--- src/rtl/alt_pkg.sv ---
`timescale 1ns / 1ps
// ----------------------------------------------------------------------------
// alt_pkg: shared types and constants of the assembly line tokenizer
// Item formats, token kind codes and the record passed from front to back.
// ----------------------------------------------------------------------------
package alt_pkg;

  // line length limit; positions saturate at LINE_MAX-1
  localparam int LINE_MAX = 256;
  localparam int POS_W    = $clog2(LINE_MAX);

  // depth of the record queue between front and back (power of two)
  localparam int REC_DEPTH = 4;

  // token kind codes
  localparam logic [3:0] TK_MNEMONIC   = 4'd0;
  localparam logic [3:0] TK_REGISTER   = 4'd1;
  localparam logic [3:0] TK_NUMBER     = 4'd2;
  localparam logic [3:0] TK_COMMA      = 4'd3;
  localparam logic [3:0] TK_COLON      = 4'd4;
  localparam logic [3:0] TK_OPEN       = 4'd5;
  localparam logic [3:0] TK_CLOSE      = 4'd6;
  localparam logic [3:0] TK_LABEL      = 4'd7;
  localparam logic [3:0] TK_DIRECTIVE  = 4'd8;
  localparam logic [3:0] TK_IDENTIFIER = 4'd9;
  localparam logic [3:0] TK_EOL        = 4'd10;
  localparam logic [3:0] TK_UNKNOWN    = 4'd11;

  // input item: one character of the line
  typedef struct packed {
    logic [7:0] char_code;
    logic       line_end;
  } in_item_t;

  // result item: one token
  typedef struct packed {
    logic [3:0] token_kind;
    logic [4:0] keyword_index;
    logic [7:0] token_start;
    logic [7:0] token_length;
    logic       position_overflow;
    logic       last_of_run;
  } out_item_t;

  // one token inside a record
  typedef struct packed {
    logic [3:0] kind;
    logic [4:0] keyword_index;
    logic [7:0] start;
    logic [7:0] length;
  } tok_t;

  // all tokens caused by one character, oldest in slot 0
  typedef struct packed {
    tok_t [2:0] tok;
    logic [1:0] count;
    logic       ovf;
  } step_t;

endpackage

--- src/rtl/assembly_line_tokenizer.sv ---
`timescale 1ns / 1ps
// ----------------------------------------------------------------------------
// assembly_line_tokenizer: streaming lexer for one line of assembly text
// Scanner front, record queue and token serializer back end.
// ----------------------------------------------------------------------------
// the first token of a character passes through the record queue, then the output register
// throughput: one character per cycle while the four-record queue has room
// tokens leave one per cycle from a single output register while the consumer pops
// a character may cause up to three tokens, delivered one after another in order
// reset: synchronous rst clears scanner state, record queue and output
module assembly_line_tokenizer
  import alt_pkg::*;
(
  input  logic      clk,
  input  logic      rst,
  input  logic      push,
  output logic      full,
  input  in_item_t  source,
  output logic      empty,
  input  logic      pop,
  output out_item_t token
);

  step_t rec_in;
  step_t rec_out;
  logic  rec_push;
  logic  rec_full;
  logic  rec_pop;
  logic  rec_empty;

  // character scanner
  alt_front u_front (
    .clk      (clk),
    .rst      (rst),
    .push     (push),
    .source   (source),
    .full     (full),
    .rec_full (rec_full),
    .rec_push (rec_push),
    .rec      (rec_in)
  );

  // record queue
  alt_fifo u_fifo (
    .clk   (clk),
    .rst   (rst),
    .push  (rec_push),
    .wdata (rec_in),
    .full  (rec_full),
    .pop   (rec_pop),
    .rdata (rec_out),
    .empty (rec_empty)
  );

  // token serializer
  alt_back u_back (
    .clk       (clk),
    .rst       (rst),
    .rec       (rec_out),
    .rec_empty (rec_empty),
    .rec_pop   (rec_pop),
    .token     (token),
    .empty     (empty),
    .pop       (pop)
  );

endmodule

--- src/rtl/alt_fifo.sv ---
`timescale 1ns / 1ps
// ----------------------------------------------------------------------------
// alt_fifo: record queue between front and back
// Small register queue of step records; head is readable while not empty.
// ----------------------------------------------------------------------------
module alt_fifo
  import alt_pkg::*;
(
  input  logic  clk,
  input  logic  rst,
  input  logic  push,
  input  step_t wdata,
  output logic  full,
  input  logic  pop,
  output step_t rdata,
  output logic  empty
);

  localparam int PTR_W = $clog2(REC_DEPTH);
  localparam int CNT_W = PTR_W + 1;

  step_t            mem [REC_DEPTH];
  logic [PTR_W-1:0] wr_ptr;
  logic [PTR_W-1:0] rd_ptr;
  logic [CNT_W-1:0] cnt;
  logic             do_push;
  logic             do_pop;

  // status
  assign full    = (cnt == CNT_W'(REC_DEPTH));
  assign empty   = (cnt == '0);
  assign do_push = push && !full;
  assign do_pop  = pop && !empty;
  assign rdata   = mem[rd_ptr];

  // storage
  always_ff @(posedge clk) begin
    if (do_push) begin
      mem[wr_ptr] <= wdata;
    end
  end

  // pointers and fill count
  always_ff @(posedge clk) begin
    if (rst) begin
      wr_ptr <= '0;
      rd_ptr <= '0;
      cnt    <= '0;
    end else begin
      if (do_push) begin
        wr_ptr <= wr_ptr + PTR_W'(1);
      end
      if (do_pop) begin
        rd_ptr <= rd_ptr + PTR_W'(1);
      end
      if (do_push && !do_pop) begin
        cnt <= cnt + CNT_W'(1);
      end else if (do_pop && !do_push) begin
        cnt <= cnt - CNT_W'(1);
      end
    end
  end

  // fill count stays within the depth
  a_cnt_bound: assert property (@(posedge clk) disable iff (rst)
    cnt <= CNT_W'(REC_DEPTH))
    else $error("record queue count beyond depth");

endmodule

--- src/rtl/alt_front.sv ---
`timescale 1ns / 1ps
// ----------------------------------------------------------------------------
// alt_front: character scanner
// Classifies each character, tracks the pending token and builds a record
// of up to three tokens for each character that yields any token.
// ----------------------------------------------------------------------------
module alt_front
  import alt_pkg::*;
(
  input  logic     clk,
  input  logic     rst,
  input  logic     push,
  input  in_item_t source,
  output logic     full,
  input  logic     rec_full,
  output logic     rec_push,
  output step_t    rec
);

  typedef enum logic [2:0] {
    M_IDLE,
    M_WORD,
    M_WAIT,
    M_ZERO,
    M_DEC,
    M_HEX
  } mode_t;

  typedef struct packed {
    logic       hit;
    logic [3:0] kind;
    logic [4:0] idx;
  } kw_t;

  localparam logic [7:0] CH_COMMA   = 8'h2C;
  localparam logic [7:0] CH_COLON   = 8'h3A;
  localparam logic [7:0] CH_OPEN    = 8'h5B;
  localparam logic [7:0] CH_CLOSE   = 8'h5D;
  localparam logic [7:0] CH_DOT     = 8'h2E;
  localparam logic [7:0] CH_UNDER   = 8'h5F;
  localparam logic [7:0] CH_ZERO    = 8'h30;
  localparam logic [7:0] CH_X_UPPER = 8'h58;
  localparam logic [7:0] CH_X_LOWER = 8'h78;
  localparam logic [7:0] CH_SPACE   = 8'h20;

  localparam logic [POS_W-1:0] POS_LAST = POS_W'(LINE_MAX - 1);

  // keyword table: mnemonics, then registers, then directives
  function automatic kw_t kw_lookup(logic [31:0] kbuf, logic [7:0] len);
    kw_t r;
    r = '0;
    r.hit = 1'b1;
    unique case (kbuf)
      {8'd0, "MOV"}:  begin r.kind = TK_MNEMONIC;  r.idx = 5'd0;  end
      {8'd0, "MVI"}:  begin r.kind = TK_MNEMONIC;  r.idx = 5'd1;  end
      {8'd0, "LDA"}:  begin r.kind = TK_MNEMONIC;  r.idx = 5'd2;  end
      {8'd0, "STA"}:  begin r.kind = TK_MNEMONIC;  r.idx = 5'd3;  end
      {8'd0, "ADD"}:  begin r.kind = TK_MNEMONIC;  r.idx = 5'd4;  end
      {8'd0, "SUB"}:  begin r.kind = TK_MNEMONIC;  r.idx = 5'd5;  end
      {8'd0, "INR"}:  begin r.kind = TK_MNEMONIC;  r.idx = 5'd6;  end
      {8'd0, "DCR"}:  begin r.kind = TK_MNEMONIC;  r.idx = 5'd7;  end
      {8'd0, "JMP"}:  begin r.kind = TK_MNEMONIC;  r.idx = 5'd8;  end
      {16'd0, "JC"}:  begin r.kind = TK_MNEMONIC;  r.idx = 5'd9;  end
      {8'd0, "JNC"}:  begin r.kind = TK_MNEMONIC;  r.idx = 5'd10; end
      {16'd0, "JZ"}:  begin r.kind = TK_MNEMONIC;  r.idx = 5'd11; end
      {8'd0, "JNZ"}:  begin r.kind = TK_MNEMONIC;  r.idx = 5'd12; end
      "CALL":         begin r.kind = TK_MNEMONIC;  r.idx = 5'd13; end
      {8'd0, "RET"}:  begin r.kind = TK_MNEMONIC;  r.idx = 5'd14; end
      {8'd0, "NOP"}:  begin r.kind = TK_MNEMONIC;  r.idx = 5'd15; end
      {8'd0, "HLT"}:  begin r.kind = TK_MNEMONIC;  r.idx = 5'd16; end
      {8'd0, "ANA"}:  begin r.kind = TK_MNEMONIC;  r.idx = 5'd17; end
      {8'd0, "ORA"}:  begin r.kind = TK_MNEMONIC;  r.idx = 5'd18; end
      {8'd0, "XRA"}:  begin r.kind = TK_MNEMONIC;  r.idx = 5'd19; end
      {8'd0, "CMP"}:  begin r.kind = TK_MNEMONIC;  r.idx = 5'd20; end
      "PUSH":         begin r.kind = TK_MNEMONIC;  r.idx = 5'd21; end
      {8'd0, "POP"}:  begin r.kind = TK_MNEMONIC;  r.idx = 5'd22; end
      {24'd0, "A"}:   begin r.kind = TK_REGISTER;  r.idx = 5'd0;  end
      {24'd0, "B"}:   begin r.kind = TK_REGISTER;  r.idx = 5'd1;  end
      {24'd0, "C"}:   begin r.kind = TK_REGISTER;  r.idx = 5'd2;  end
      {24'd0, "D"}:   begin r.kind = TK_REGISTER;  r.idx = 5'd3;  end
      {24'd0, "E"}:   begin r.kind = TK_REGISTER;  r.idx = 5'd4;  end
      {24'd0, "H"}:   begin r.kind = TK_REGISTER;  r.idx = 5'd5;  end
      {24'd0, "L"}:   begin r.kind = TK_REGISTER;  r.idx = 5'd6;  end
      {24'd0, "M"}:   begin r.kind = TK_REGISTER;  r.idx = 5'd7;  end
      {16'd0, "SP"}:  begin r.kind = TK_REGISTER;  r.idx = 5'd8;  end
      {8'd0, "PSW"}:  begin r.kind = TK_REGISTER;  r.idx = 5'd9;  end
      {16'd0, "HL"}:  begin r.kind = TK_REGISTER;  r.idx = 5'd10; end
      {16'd0, "DE"}:  begin r.kind = TK_REGISTER;  r.idx = 5'd11; end
      {16'd0, "BC"}:  begin r.kind = TK_REGISTER;  r.idx = 5'd12; end
      {8'd0, "ORG"}:  begin r.kind = TK_DIRECTIVE; r.idx = 5'd0;  end
      {16'd0, "DB"}:  begin r.kind = TK_DIRECTIVE; r.idx = 5'd1;  end
      {16'd0, "DW"}:  begin r.kind = TK_DIRECTIVE; r.idx = 5'd2;  end
      {8'd0, "END"}:  begin r.kind = TK_DIRECTIVE; r.idx = 5'd3;  end
      default:        r.hit = 1'b0;
    endcase
    // words longer than four characters never match
    if (len > 8'd4) begin
      r.hit = 1'b0;
    end
    return r;
  endfunction

  // line and token state
  mode_t            mode;
  logic [POS_W-1:0] line_position;
  logic             slot_used;
  logic [POS_W-1:0] pending_start;
  logic [7:0]       pending_length;
  logic [31:0]      keyword_buffer;
  logic             overflow_seen;

  // per-character values
  logic             accept;
  logic [7:0]       c;
  logic [7:0]       c_up;
  logic             c_space;
  logic             c_alpha;
  logic             c_digit;
  logic             c_hex;
  logic             c_wstart;
  logic             c_word;
  logic [POS_W-1:0] cur_pos;
  logic [POS_W-1:0] pos_after;
  logic             slot_after;
  logic             ovf;
  logic [7:0]       len_inc;
  kw_t              kw_now;
  kw_t              kw_end;

  // fresh-start decode
  mode_t            fresh_mode;
  logic             fresh_pend;
  logic             fresh_tok_v;
  logic [3:0]       fresh_kind;

  // state after the main step
  mode_t            mode_m;
  logic [POS_W-1:0] start_m;
  logic [7:0]       len_m;
  logic [31:0]      buf_m;
  logic             do_fresh;

  // candidate tokens in emission order
  tok_t             cand [4];
  logic [3:0]       cand_v;
  logic [1:0]       n;

  assign accept = push && !full;
  assign full   = rec_full;
  assign c      = source.char_code;

  // character classes
  always_comb begin
    c_space  = (c == CH_SPACE) || (c >= 8'd9 && c <= 8'd13);
    c_alpha  = (c >= 8'd65 && c <= 8'd90) || (c >= 8'd97 && c <= 8'd122);
    c_digit  = (c >= 8'd48 && c <= 8'd57);
    c_hex    = c_digit || (c >= 8'd65 && c <= 8'd70) || (c >= 8'd97 && c <= 8'd102);
    c_wstart = c_alpha || (c == CH_DOT) || (c == CH_UNDER);
    c_word   = c_wstart || c_digit;
    c_up     = (c >= 8'd97 && c <= 8'd122) ? c - 8'd32 : c;
  end

  // position bookkeeping with saturation
  always_comb begin
    cur_pos    = slot_used ? POS_LAST : line_position;
    ovf        = overflow_seen || slot_used;
    pos_after  = (line_position < POS_LAST) ? line_position + POS_W'(1) : line_position;
    slot_after = slot_used || (line_position == POS_LAST);
    len_inc    = (pending_length == 8'd255) ? pending_length : pending_length + 8'd1;
    kw_now     = kw_lookup(keyword_buffer, pending_length);
  end

  // what a character starts when no token is pending
  always_comb begin
    fresh_mode  = M_IDLE;
    fresh_pend  = 1'b0;
    fresh_tok_v = 1'b0;
    fresh_kind  = TK_UNKNOWN;
    if (c_wstart) begin
      fresh_mode = M_WORD;
      fresh_pend = 1'b1;
    end else if (c_digit) begin
      fresh_mode = (c == CH_ZERO) ? M_ZERO : M_DEC;
      fresh_pend = 1'b1;
    end else begin
      case (c)
        CH_COMMA: begin fresh_tok_v = 1'b1; fresh_kind = TK_COMMA; end
        CH_COLON: begin fresh_tok_v = 1'b1; fresh_kind = TK_COLON; end
        CH_OPEN:  begin fresh_tok_v = 1'b1; fresh_kind = TK_OPEN;  end
        CH_CLOSE: begin fresh_tok_v = 1'b1; fresh_kind = TK_CLOSE; end
        default:  fresh_tok_v = !c_space;
      endcase
    end
  end

  // main scan step
  always_comb begin
    mode_m   = mode;
    start_m  = pending_start;
    len_m    = pending_length;
    buf_m    = keyword_buffer;
    do_fresh = 1'b0;
    cand[0]  = '0;
    cand_v   = '0;
    cand[0].start  = 8'(pending_start);
    cand[0].length = pending_length;
    unique case (mode)
      M_WORD: begin
        if (c_word) begin
          len_m = len_inc;
          buf_m = {keyword_buffer[23:0], c_up};
        end else if (kw_now.hit) begin
          cand_v[0]             = 1'b1;
          cand[0].kind          = kw_now.kind;
          cand[0].keyword_index = kw_now.idx;
          do_fresh              = 1'b1;
        end else if (c_space) begin
          mode_m = M_WAIT;
        end else begin
          cand_v[0]    = 1'b1;
          cand[0].kind = (c == CH_COLON) ? TK_LABEL : TK_IDENTIFIER;
          do_fresh     = 1'b1;
        end
      end
      M_WAIT: begin
        if (!c_space) begin
          cand_v[0]    = 1'b1;
          cand[0].kind = (c == CH_COLON) ? TK_LABEL : TK_IDENTIFIER;
          do_fresh     = 1'b1;
        end
      end
      M_ZERO: begin
        if (c == CH_X_UPPER || c == CH_X_LOWER) begin
          len_m  = len_inc;
          mode_m = M_HEX;
        end else if (c_digit) begin
          len_m  = len_inc;
          mode_m = M_DEC;
        end else begin
          cand_v[0]    = 1'b1;
          cand[0].kind = TK_NUMBER;
          do_fresh     = 1'b1;
        end
      end
      M_DEC: begin
        if (c_digit) begin
          len_m = len_inc;
        end else begin
          cand_v[0]    = 1'b1;
          cand[0].kind = TK_NUMBER;
          do_fresh     = 1'b1;
        end
      end
      M_HEX: begin
        if (c_hex) begin
          len_m = len_inc;
        end else begin
          cand_v[0]    = 1'b1;
          cand[0].kind = TK_NUMBER;
          do_fresh     = 1'b1;
        end
      end
      default: do_fresh = 1'b1;
    endcase

    // fresh start after a closed token or from idle
    cand[1]        = '0;
    cand[1].kind   = fresh_kind;
    cand[1].start  = 8'(cur_pos);
    cand[1].length = 8'd1;
    cand_v[1]      = do_fresh && fresh_tok_v;
    if (do_fresh) begin
      mode_m = fresh_mode;
      if (fresh_pend) begin
        start_m = cur_pos;
        len_m   = 8'd1;
        buf_m   = {24'd0, c_up};
      end
    end

    // line end closes the pending token
    kw_end         = kw_lookup(buf_m, len_m);
    cand[2]        = '0;
    cand[2].start  = 8'(start_m);
    cand[2].length = len_m;
    if (source.line_end) begin
      case (mode_m)
        M_WORD: begin
          cand_v[2]             = 1'b1;
          cand[2].kind          = kw_end.hit ? kw_end.kind : TK_IDENTIFIER;
          cand[2].keyword_index = kw_end.hit ? kw_end.idx : 5'd0;
        end
        M_WAIT: begin
          cand_v[2]    = 1'b1;
          cand[2].kind = TK_IDENTIFIER;
        end
        M_ZERO, M_DEC, M_HEX: begin
          cand_v[2]    = 1'b1;
          cand[2].kind = TK_NUMBER;
        end
        default: cand_v[2] = 1'b0;
      endcase
    end

    // end-of-line token
    cand[3]       = '0;
    cand[3].kind  = TK_EOL;
    cand[3].start = 8'(pos_after);
    cand_v[3]     = source.line_end;
  end

  // pack valid candidates into the record
  always_comb begin
    rec     = '0;
    rec.ovf = ovf;
    n       = 2'd0;
    for (int i = 0; i < 4; i++) begin
      if (cand_v[i] && n != 2'd3) begin
        rec.tok[n] = cand[i];
        n          = n + 2'd1;
      end
    end
    rec.count = n;
    rec_push  = accept && (n != 2'd0);
  end

  // scanner state
  always_ff @(posedge clk) begin
    if (rst || (accept && source.line_end)) begin
      mode           <= M_IDLE;
      line_position  <= '0;
      slot_used      <= 1'b0;
      pending_start  <= '0;
      pending_length <= '0;
      keyword_buffer <= '0;
      overflow_seen  <= 1'b0;
    end else if (accept) begin
      mode           <= mode_m;
      line_position  <= pos_after;
      slot_used      <= slot_after;
      pending_start  <= start_m;
      pending_length <= len_m;
      keyword_buffer <= buf_m;
      overflow_seen  <= ovf;
    end
  end

  // a line end always yields a record closed by the end-of-line token
  a_eol_last: assert property (@(posedge clk) disable iff (rst)
    (accept && source.line_end) |->
      (rec_push && rec.tok[rec.count - 2'd1].kind == TK_EOL))
    else $error("line end without trailing end-of-line token");

  // a line end leaves the scanner at the start of a fresh line
  a_eol_clear: assert property (@(posedge clk) disable iff (rst)
    (accept && source.line_end) |=>
      (mode == M_IDLE && line_position == '0 && !slot_used && !overflow_seen))
    else $error("scanner state not cleared after line end");

endmodule

--- src/rtl/alt_back.sv ---
`timescale 1ns / 1ps
// ----------------------------------------------------------------------------
// alt_back: token serializer
// Walks the head record one token per cycle into the output register while it is free or popped.
// ----------------------------------------------------------------------------
module alt_back
  import alt_pkg::*;
(
  input  logic      clk,
  input  logic      rst,
  input  step_t     rec,
  input  logic      rec_empty,
  output logic      rec_pop,
  output out_item_t token,
  output logic      empty,
  input  logic      pop
);

  logic       out_valid;
  logic [1:0] sel;
  logic       load;
  logic       last;
  tok_t       cur;

  // output register is free when empty or being taken
  assign load    = !rec_empty && (!out_valid || pop);
  assign last    = (sel == rec.count - 2'd1);
  assign rec_pop = load && last;
  assign cur     = rec.tok[sel];
  assign empty   = !out_valid;

  // token select and output valid
  always_ff @(posedge clk) begin
    if (rst) begin
      out_valid <= 1'b0;
      sel       <= 2'd0;
    end else begin
      if (load) begin
        out_valid <= 1'b1;
        sel       <= last ? 2'd0 : sel + 2'd1;
      end else if (pop) begin
        out_valid <= 1'b0;
      end
    end
  end

  // output payload
  always_ff @(posedge clk) begin
    if (load) begin
      token.token_kind        <= cur.kind;
      token.keyword_index     <= cur.keyword_index;
      token.token_start       <= cur.start;
      token.token_length      <= cur.length;
      token.position_overflow <= rec.ovf;
      token.last_of_run       <= last;
    end
  end

  // the select never runs past the tokens of the head record
  a_sel_range: assert property (@(posedge clk) disable iff (rst)
    !rec_empty |-> (sel < rec.count))
    else $error("token select beyond record count");

  // retiring a record presents its final token next
  a_pop_last: assert property (@(posedge clk) disable iff (rst)
    rec_pop |=> (!empty && token.last_of_run))
    else $error("record retired without final token");

endmodule
--- config.mk ---
export PLATFORM = sky130hd
export DESIGN_NAME = assembly_line_tokenizer
export DESIGN_NICKNAME = d
export VERILOG_FILES = /design/src/rtl/alt_pkg.sv /design/src/rtl/assembly_line_tokenizer.sv /design/src/rtl/alt_fifo.sv /design/src/rtl/alt_front.sv /design/src/rtl/alt_back.sv
export SDC_FILE = /design/constraint.sdc
export NUM_CORES = 1
export LEC_CHECK = 0
export ABC_AREA = 1
export BUFFER_PORTS_ARGS = -buffer_cell sky130_fd_sc_hd__buf_2
export CORE_MARGIN = 1.5
export CORE_UTILIZATION = 57
export DETAILED_ROUTE_END_ITERATION = 16
export PLACE_DENSITY = 0.75
export SLEW_MARGIN = 0
export SYNTH_ARGS = -nofsm -noshare
export SYNTH_HDL_FRONTEND = slang
export SYNTH_SLANG_ARGS = --single-unit
--- constraint.sdc ---
create_clock -name clk -period 9.4 [get_ports clk]
set_input_delay 1.88 -clock clk [delete_from_list [all_inputs] [get_ports clk]]
set_output_delay 1.88 -clock clk [all_outputs]
set_load 0.005 [all_outputs]
## Word level (Yosys, flattened, before mapping)

Memory sizes are Yosys's and may differ from the RTL's. A register that Yosys moved wholly into a read port is not among the register bits.
Cells that the tools add are included.

- Multiplexer cells: 94
- Add/subtract/negate cells: 12
- Reduce and logical (&&, ||, !) cells: 49
- $lt $le $gt $ge: 20
- Equality and inequality tests: 107

Operator list:

| kind | count |
|---|---|
| $eq A32 B23 Y1 const B | 44 |
| $pmux W9 S39 | 2 |
| $eq A32 B15 Y1 const B | 16 |
| $eq A32 B7 Y1 const B | 16 |
| $bwmux W75 | 3 |
| $mux W75 | 3 |
| $demux W25 S2 | 3 |
| $eq A32 B31 Y1 const B | 4 |
| $mux W32 | 4 |
| $mux W25 | 5 |
| $mux W8 | 12 |
| $reduce_or A40 Y1 | 2 |
| $bmux W25 S2 | 1 |
| $eq A8 B6 Y1 const B | 5 |
| $eq A8 B7 Y1 const B | 5 |
| $mux W3 | 11 |
| $le A8 B7 Y1 const B | 4 |
| $pmux W8 S4 | 1 |
| $mux W4 | 7 |
| $logic_and A1 B1 Y1 | 22 |
| $mux W1 | 22 |
| $mux W5 | 4 |
| $pmux W4 S5 | 1 |
| $mux W9 | 2 |
| 37 further kinds | 83 |

- Input bits: 13
- Memory bits (writable): 312
- Memories: 1
- Register bits: 98

Memories:

| memory | depth | width | read ports | clocked after memory_dff | write ports | RTL line | text |
|---|---|---|---|---|---|---|---|
| u_fifo.mem | 4 | 78 | 1 | 1 | 1 | alt_fifo.sv:22 | `step_t mem [REC_DEPTH];` |

## Longest topological paths before layout

- Depth in word-level cells: 25
- Gate-level depth with buffers: 41
- Depth with buffers taken out: 40

## Hierarchy

A second synthesis with hierarchy kept.

- Cells, all modules: 2778
- Area total of the unflattened synthesis: 22924.5 um2

Modules (own cells, without submodules):

| module | area an instance (um2) | cells each | sequential area each (um2) | times used |
|---|---|---|---|---|
| alt_fifo | 12060.3 | 824 | 9549.2 | 1 |
| alt_front | 9296.4 | 1779 | 1221.2 | 1 |
| alt_back | 1567.8 | 175 | 870.8 | 1 |

## Worst setup path before layout

OpenSTA, ideal clock, no wires.

- Kind: input-to-reg
- Start point: in source[7] in the netlist's numbering
- End point: mem u_fifo.mem[0][0] in the netlist's numbering, enable pin
- Required time: 8.887 ns
- Setup time: 0.513 ns
- Path buffers: 2
- Arrival time: 8.525 ns
- Stages on the path: 26
- Path slack: 0.362 ns
- Cells stage by stage: buf_2 > inv_1 > ha_1 > nand3_1 > nor3_2 > a21oi_4 > nand3_1 > o21ai_0 > inv_1 > nand2_1 > nor2_4 > buf_2 > nand2_1 > ha_1 > nand2_1 > and3_1 > or2_0 > nand2_1 > inv_1 > ha_1 > nor2_1 > inv_1 > o21a_1 > nand2_1 > nand2_2 > nor2_1

- Longest elaborated chain between the ends: 23

Ends and longest elaborated chain:

| element | RTL line | text |
|---|---|---|
| from (decl) | assembly_line_tokenizer.sv:18 | `input in_item_t source,` |
| parallel branches: the longest is 14 deep, another holds $ge A8 B4 Y1 | - |  |
| $mux W2 (*) | alt_front.sv:318 | `if (cand_v[i] && n != 2'd3) begin` |
| parallel branches: the longest is 2 deep, another holds $add A2 B1 Y2 | - |  |
| $mux W2 (*) | alt_front.sv:318 |  |
| $reduce_bool A2 Y1 (*) | alt_front.sv:324 | `rec_push = accept && (n != 2'd0);` |
| $logic_and A1 B1 Y1 (*) | alt_front.sv:324 |  |
| $logic_and A1 B1 Y1 (*) | alt_fifo.sv:32 | `assign do_push = push && !full;` |
| $mux W1 (*) | alt_fifo.sv:38 | `if (do_push) begin` |
| $mux W1 (not written as such) (*) | alt_fifo.sv:39 | `mem[wr_ptr] <= wdata;` |
| to (decl) | alt_fifo.sv:22 |  |

Mark *: on every way between the ends.

==> summary.md <==
| Metric | Value |
|---|---|
| Synth top area cells | edfxtp_1 46%, nand2_1 9.6%, nor2_1 8.6% |
| Largest net degree at the start of global routing | 95 |
| Top-area cell type share of the netlist area | 0.458 |
| Post-DP HPWL | 41900 um |
| CTS buffer count | 43 |
| Post-CTS Setup Bufs | 0 |
| Core Area | 0.0378 sq mm |
| Mapped cell area | 0.0220 sq mm |
| Setup CP Type | in2reg |
| Max_cap viols | 0 |
| Synth area leader | edfxtp_1 |
| Least-Margin Pin Slew | 1.32 ns |
| # resized after CTS | 0 |
| Drt pass-1 iters | 7 |
| Gate Count Post-Synth | 2636 |
| Setup Viol. Count Final | 0 |
| GRT Util Overall | 0.320 |
| Synthesized area per cell | 8.33 sq um |
| Syn nets | 2669 |
| Vias | 18900 |
| Xor/xnor share of the synthesized area | 0.00439 |
| Skew-Pair Late Insertion Delay | 0.57 ns |
| Setup TNS | 0 ns |
| Number of library cell types mapped by synthesis | 59 |
| Yosys warnings | 0 |
| Worst reg2reg path depth | 31 |
| Clk sinks | 408 |
| Worst Hold Depth | 2 |
| WL final | 62400 um |
| Routability Congestion | 1.03 |
| Main combinational cell family by area after synthesis | simple AND/OR/NAND/NOR gates |
| Synth cell count leaders | 564 x nand2_1, 501 x nor2_1, 335 x edfxtp_1 |
| Avg WL per Cell | 19.8 um |
| I/O Buffers | 41 |
| Layout cells sized above 1 | 0.0918 |
| Status | completed |
| Placed cell area | 0.0225 sq mm |
| Root Buffer | clkbuf_16 |
| Synth Area in Simple Gates | 0.243 |
| Residual DRC | 0 |
| CTS max path bufs | 3 |
| Relative slew slack | 0.117 |
| Power per cell area | 281 mW/mm^2 |
| Rows | 71 |
| Fin nets | 2653 |
| Leak | 9.12 nW |
| Final slew viol count | 0 |
| Initial antenna violation count | 1 |
| Required time of the worst setup path | 9.66 ns |
| Area Growth Syn to Fin | 8.91% |
| Post-synth EDFFs | 335 |
| R2R Path Start | u_front.keyword_buffer[24] |
| Final total power | 6.71 mW |
| Antenna-violating nets left | 0 |
| Die Area | 0.0397 sq mm |
| Post-Synth Adder-Cell Area | 0.0117 |
| CTS tree | built |
| Maximum vdd ir drop | 251 uV |
| Crit-path max FO | 21 |
| Layout Skew | 0.0128 ns |
| Tcrit/Tclk final | 0.805 |
| Finished layout cell area | 0.0239 sq mm |
| Chip Width | 199 um |
| Mux contribution to synthesized area | 0 |
| Compound-gate portion of the synthesized area | 0.149 |
| Critical path endpoint category | register |
| Reg2reg end | u_fifo.mem[3][14] |
| H-Tree Depth | 2 |
| Worst setup SP type | input port |
| Crit path DAT | 7.83 ns |
| IO Count | 42 |
| Post-layout min period | 7.57 ns |
| Fin. Hold Viols | 0 |
| Starting Density | 0.582 |
| Worst Hold Class | reg2reg |
| CTS Hold Bufs | 0 |
| RSZ-0062 raised after global routing | false |
| Flops & latches, synth | 408 |
| Total grt overflow | 0 |
| Asr flop ratio synth | 0 |
| Initial detailed-routing violation count | 2222 |
| Worst-path clk slew | 0.06 ns |
| Fmax | 132 MHz |
| Die H | 199 um |
| Vias in the first global route | 17900 |
| Top FF cell, synth | edfxtp_1 |
| Most common cell in the synthesized netlist | nand2_1 |
| Hold Path End | u_front.overflow_seen |
| Min-delay src | u_front.overflow_seen |
| Reg2Reg Setup Slack | 3.12 ns |
| First-pass GRT wire length | 98000 um |
| Sequential area share after synthesis | 0.525 |
| Vias per cell | 5.99 |
==> cells in the final DEF, fill, tap and decap left out, drive strengths merged, types with 2 or more instances in the layout <==
master / synthesis / layout
dfxtp: 73 / 73
o211ai: 42 / 42
nand3: 64 / 64
inv: 238 / 238
clkinvlp: 0 / 3
buf: 29 / 62
or2: 2 / 2
edfxtp: 335 / 335
nand3b: 11 / 11
clkbuf: 94 / 53
a211oi: 2 / 2
a31oi: 11 / 11
a21oi: 81 / 81
o21a: 2 / 2
o221ai: 34 / 34
nor4: 4 / 4
clkinv: 5 / 17
nor3: 29 / 29
a32o: 9 / 9
o22ai: 58 / 58
nand4: 36 / 36
ha: 19 / 19
bufinv: 0 / 5
nor2: 529 / 529
o2111ai: 2 / 2
xor2: 11 / 11
o41ai: 3 / 3
nand2: 589 / 589
o21ai: 313 / 313
==> worst max-delay path by stage <==
stage                    from                end  slack, ns  depth (start not counted)
floorplan           source[7]   u_fifo.mem[0][0]       0.36                         26
global placement    source[1]  u_fifo.mem[1][72]       1.63                         27
detailed placement  source[1]  u_fifo.mem[2][49]       1.42                         27
CTS                 source[1]  u_fifo.mem[1][14]       1.99                         26
global route        source[1]  u_fifo.mem[3][15]       1.31                         26
finish              source[3]  u_fifo.mem[3][14]       1.83                         26
==> per-layer routing <==
layer / share of wire / GRT usage
met1: 0.39 / 0.411
met2: 0.48 / 0.537
met3: 0.085 / 0.0530
met4: 0.040 / 0.136
met5: 0.00016 / 0
==> state kept, by name (all words and copies together) (netlist names), 3 cells and up, named ones only <==
signal and count:
u_back.token 27, u_fifo.mem 308, u_front.keyword_buffer 32, u_front.mode 3, u_front.pending_length 8, u_front.pending_start 8, u_fifo.cnt 3, u_front.line_position 8
==> kinds of logic after synthesis <==
| logic type | Yosys count |
|---|---|
| and+or+nand+nor | 1267 |
| adders and majority gates | 20 |
| AOI/OAI and AO/OA | 564 |
| buffers and inverters | 366 |
| xor gates and xnor gates | 11 |
| DFF | 408 |
==> cell type report <==
cell class / instances / area (sq um)
flip-flops and latches: 408 / 11500
diodes: 1 / 2.50
inverters: 243 / 915
clock inverters: 20 / 253
well taps: 511 / 639
multi-input cells: 1862 / 9020
repair buffers: 62 / 413
clock buffers: 53 / 1140
fillers: 3235 / 13800
==> power by group <==
part / total [mW] / internal (mW) / switching, mW
logic: 2.31 / 0.622 / 1.68
clock network: 1.70 / 1.00 / 0.698
registers: 2.71 / 2.54 / 0.167
==> critical path: stages <==
cell,delay (ns)
buf_2,0.16
inv_2,0.10
nand2_1,0.10
nor2_1,0.25
o21ai_1,0.14
nand2_1,0.21
nand4_2,0.59
nor2_2,0.48
nand2_4,0.19
nand3_4,0.25
clkinv_1,0.16
nand2_1,0.12
nand2_1,0.07
nand4_1,0.14
nand2_1,0.06
and3_1,0.19
or2_0,0.21
nand2_1,0.15
inv_1,0.09
ha_1,0.20
nor2_1,0.29
nand2_1,0.46
inv_1,0.88
a21oi_1,0.08
o21ai_0,0.13
o21ai_0,0.21
==> stage by stage <==
step / hold WS (ns) / utilization / setup WS (ns) / std cells
floorplan: 0.432 / - / 0.362 / 2636
global route: 0.488 / 0.633 / 1.31 / 3159
CTS: 0.466 / 0.633 / 1.99 / 3159
finish: 0.466 / 0.633 / 1.83 / 3160
detailed placement: 0.459 / 0.596 / 1.42 / 3086
global placement: 0.441 / 0.596 / 1.63 / 3086
Power figures use the tool's default switching activity.
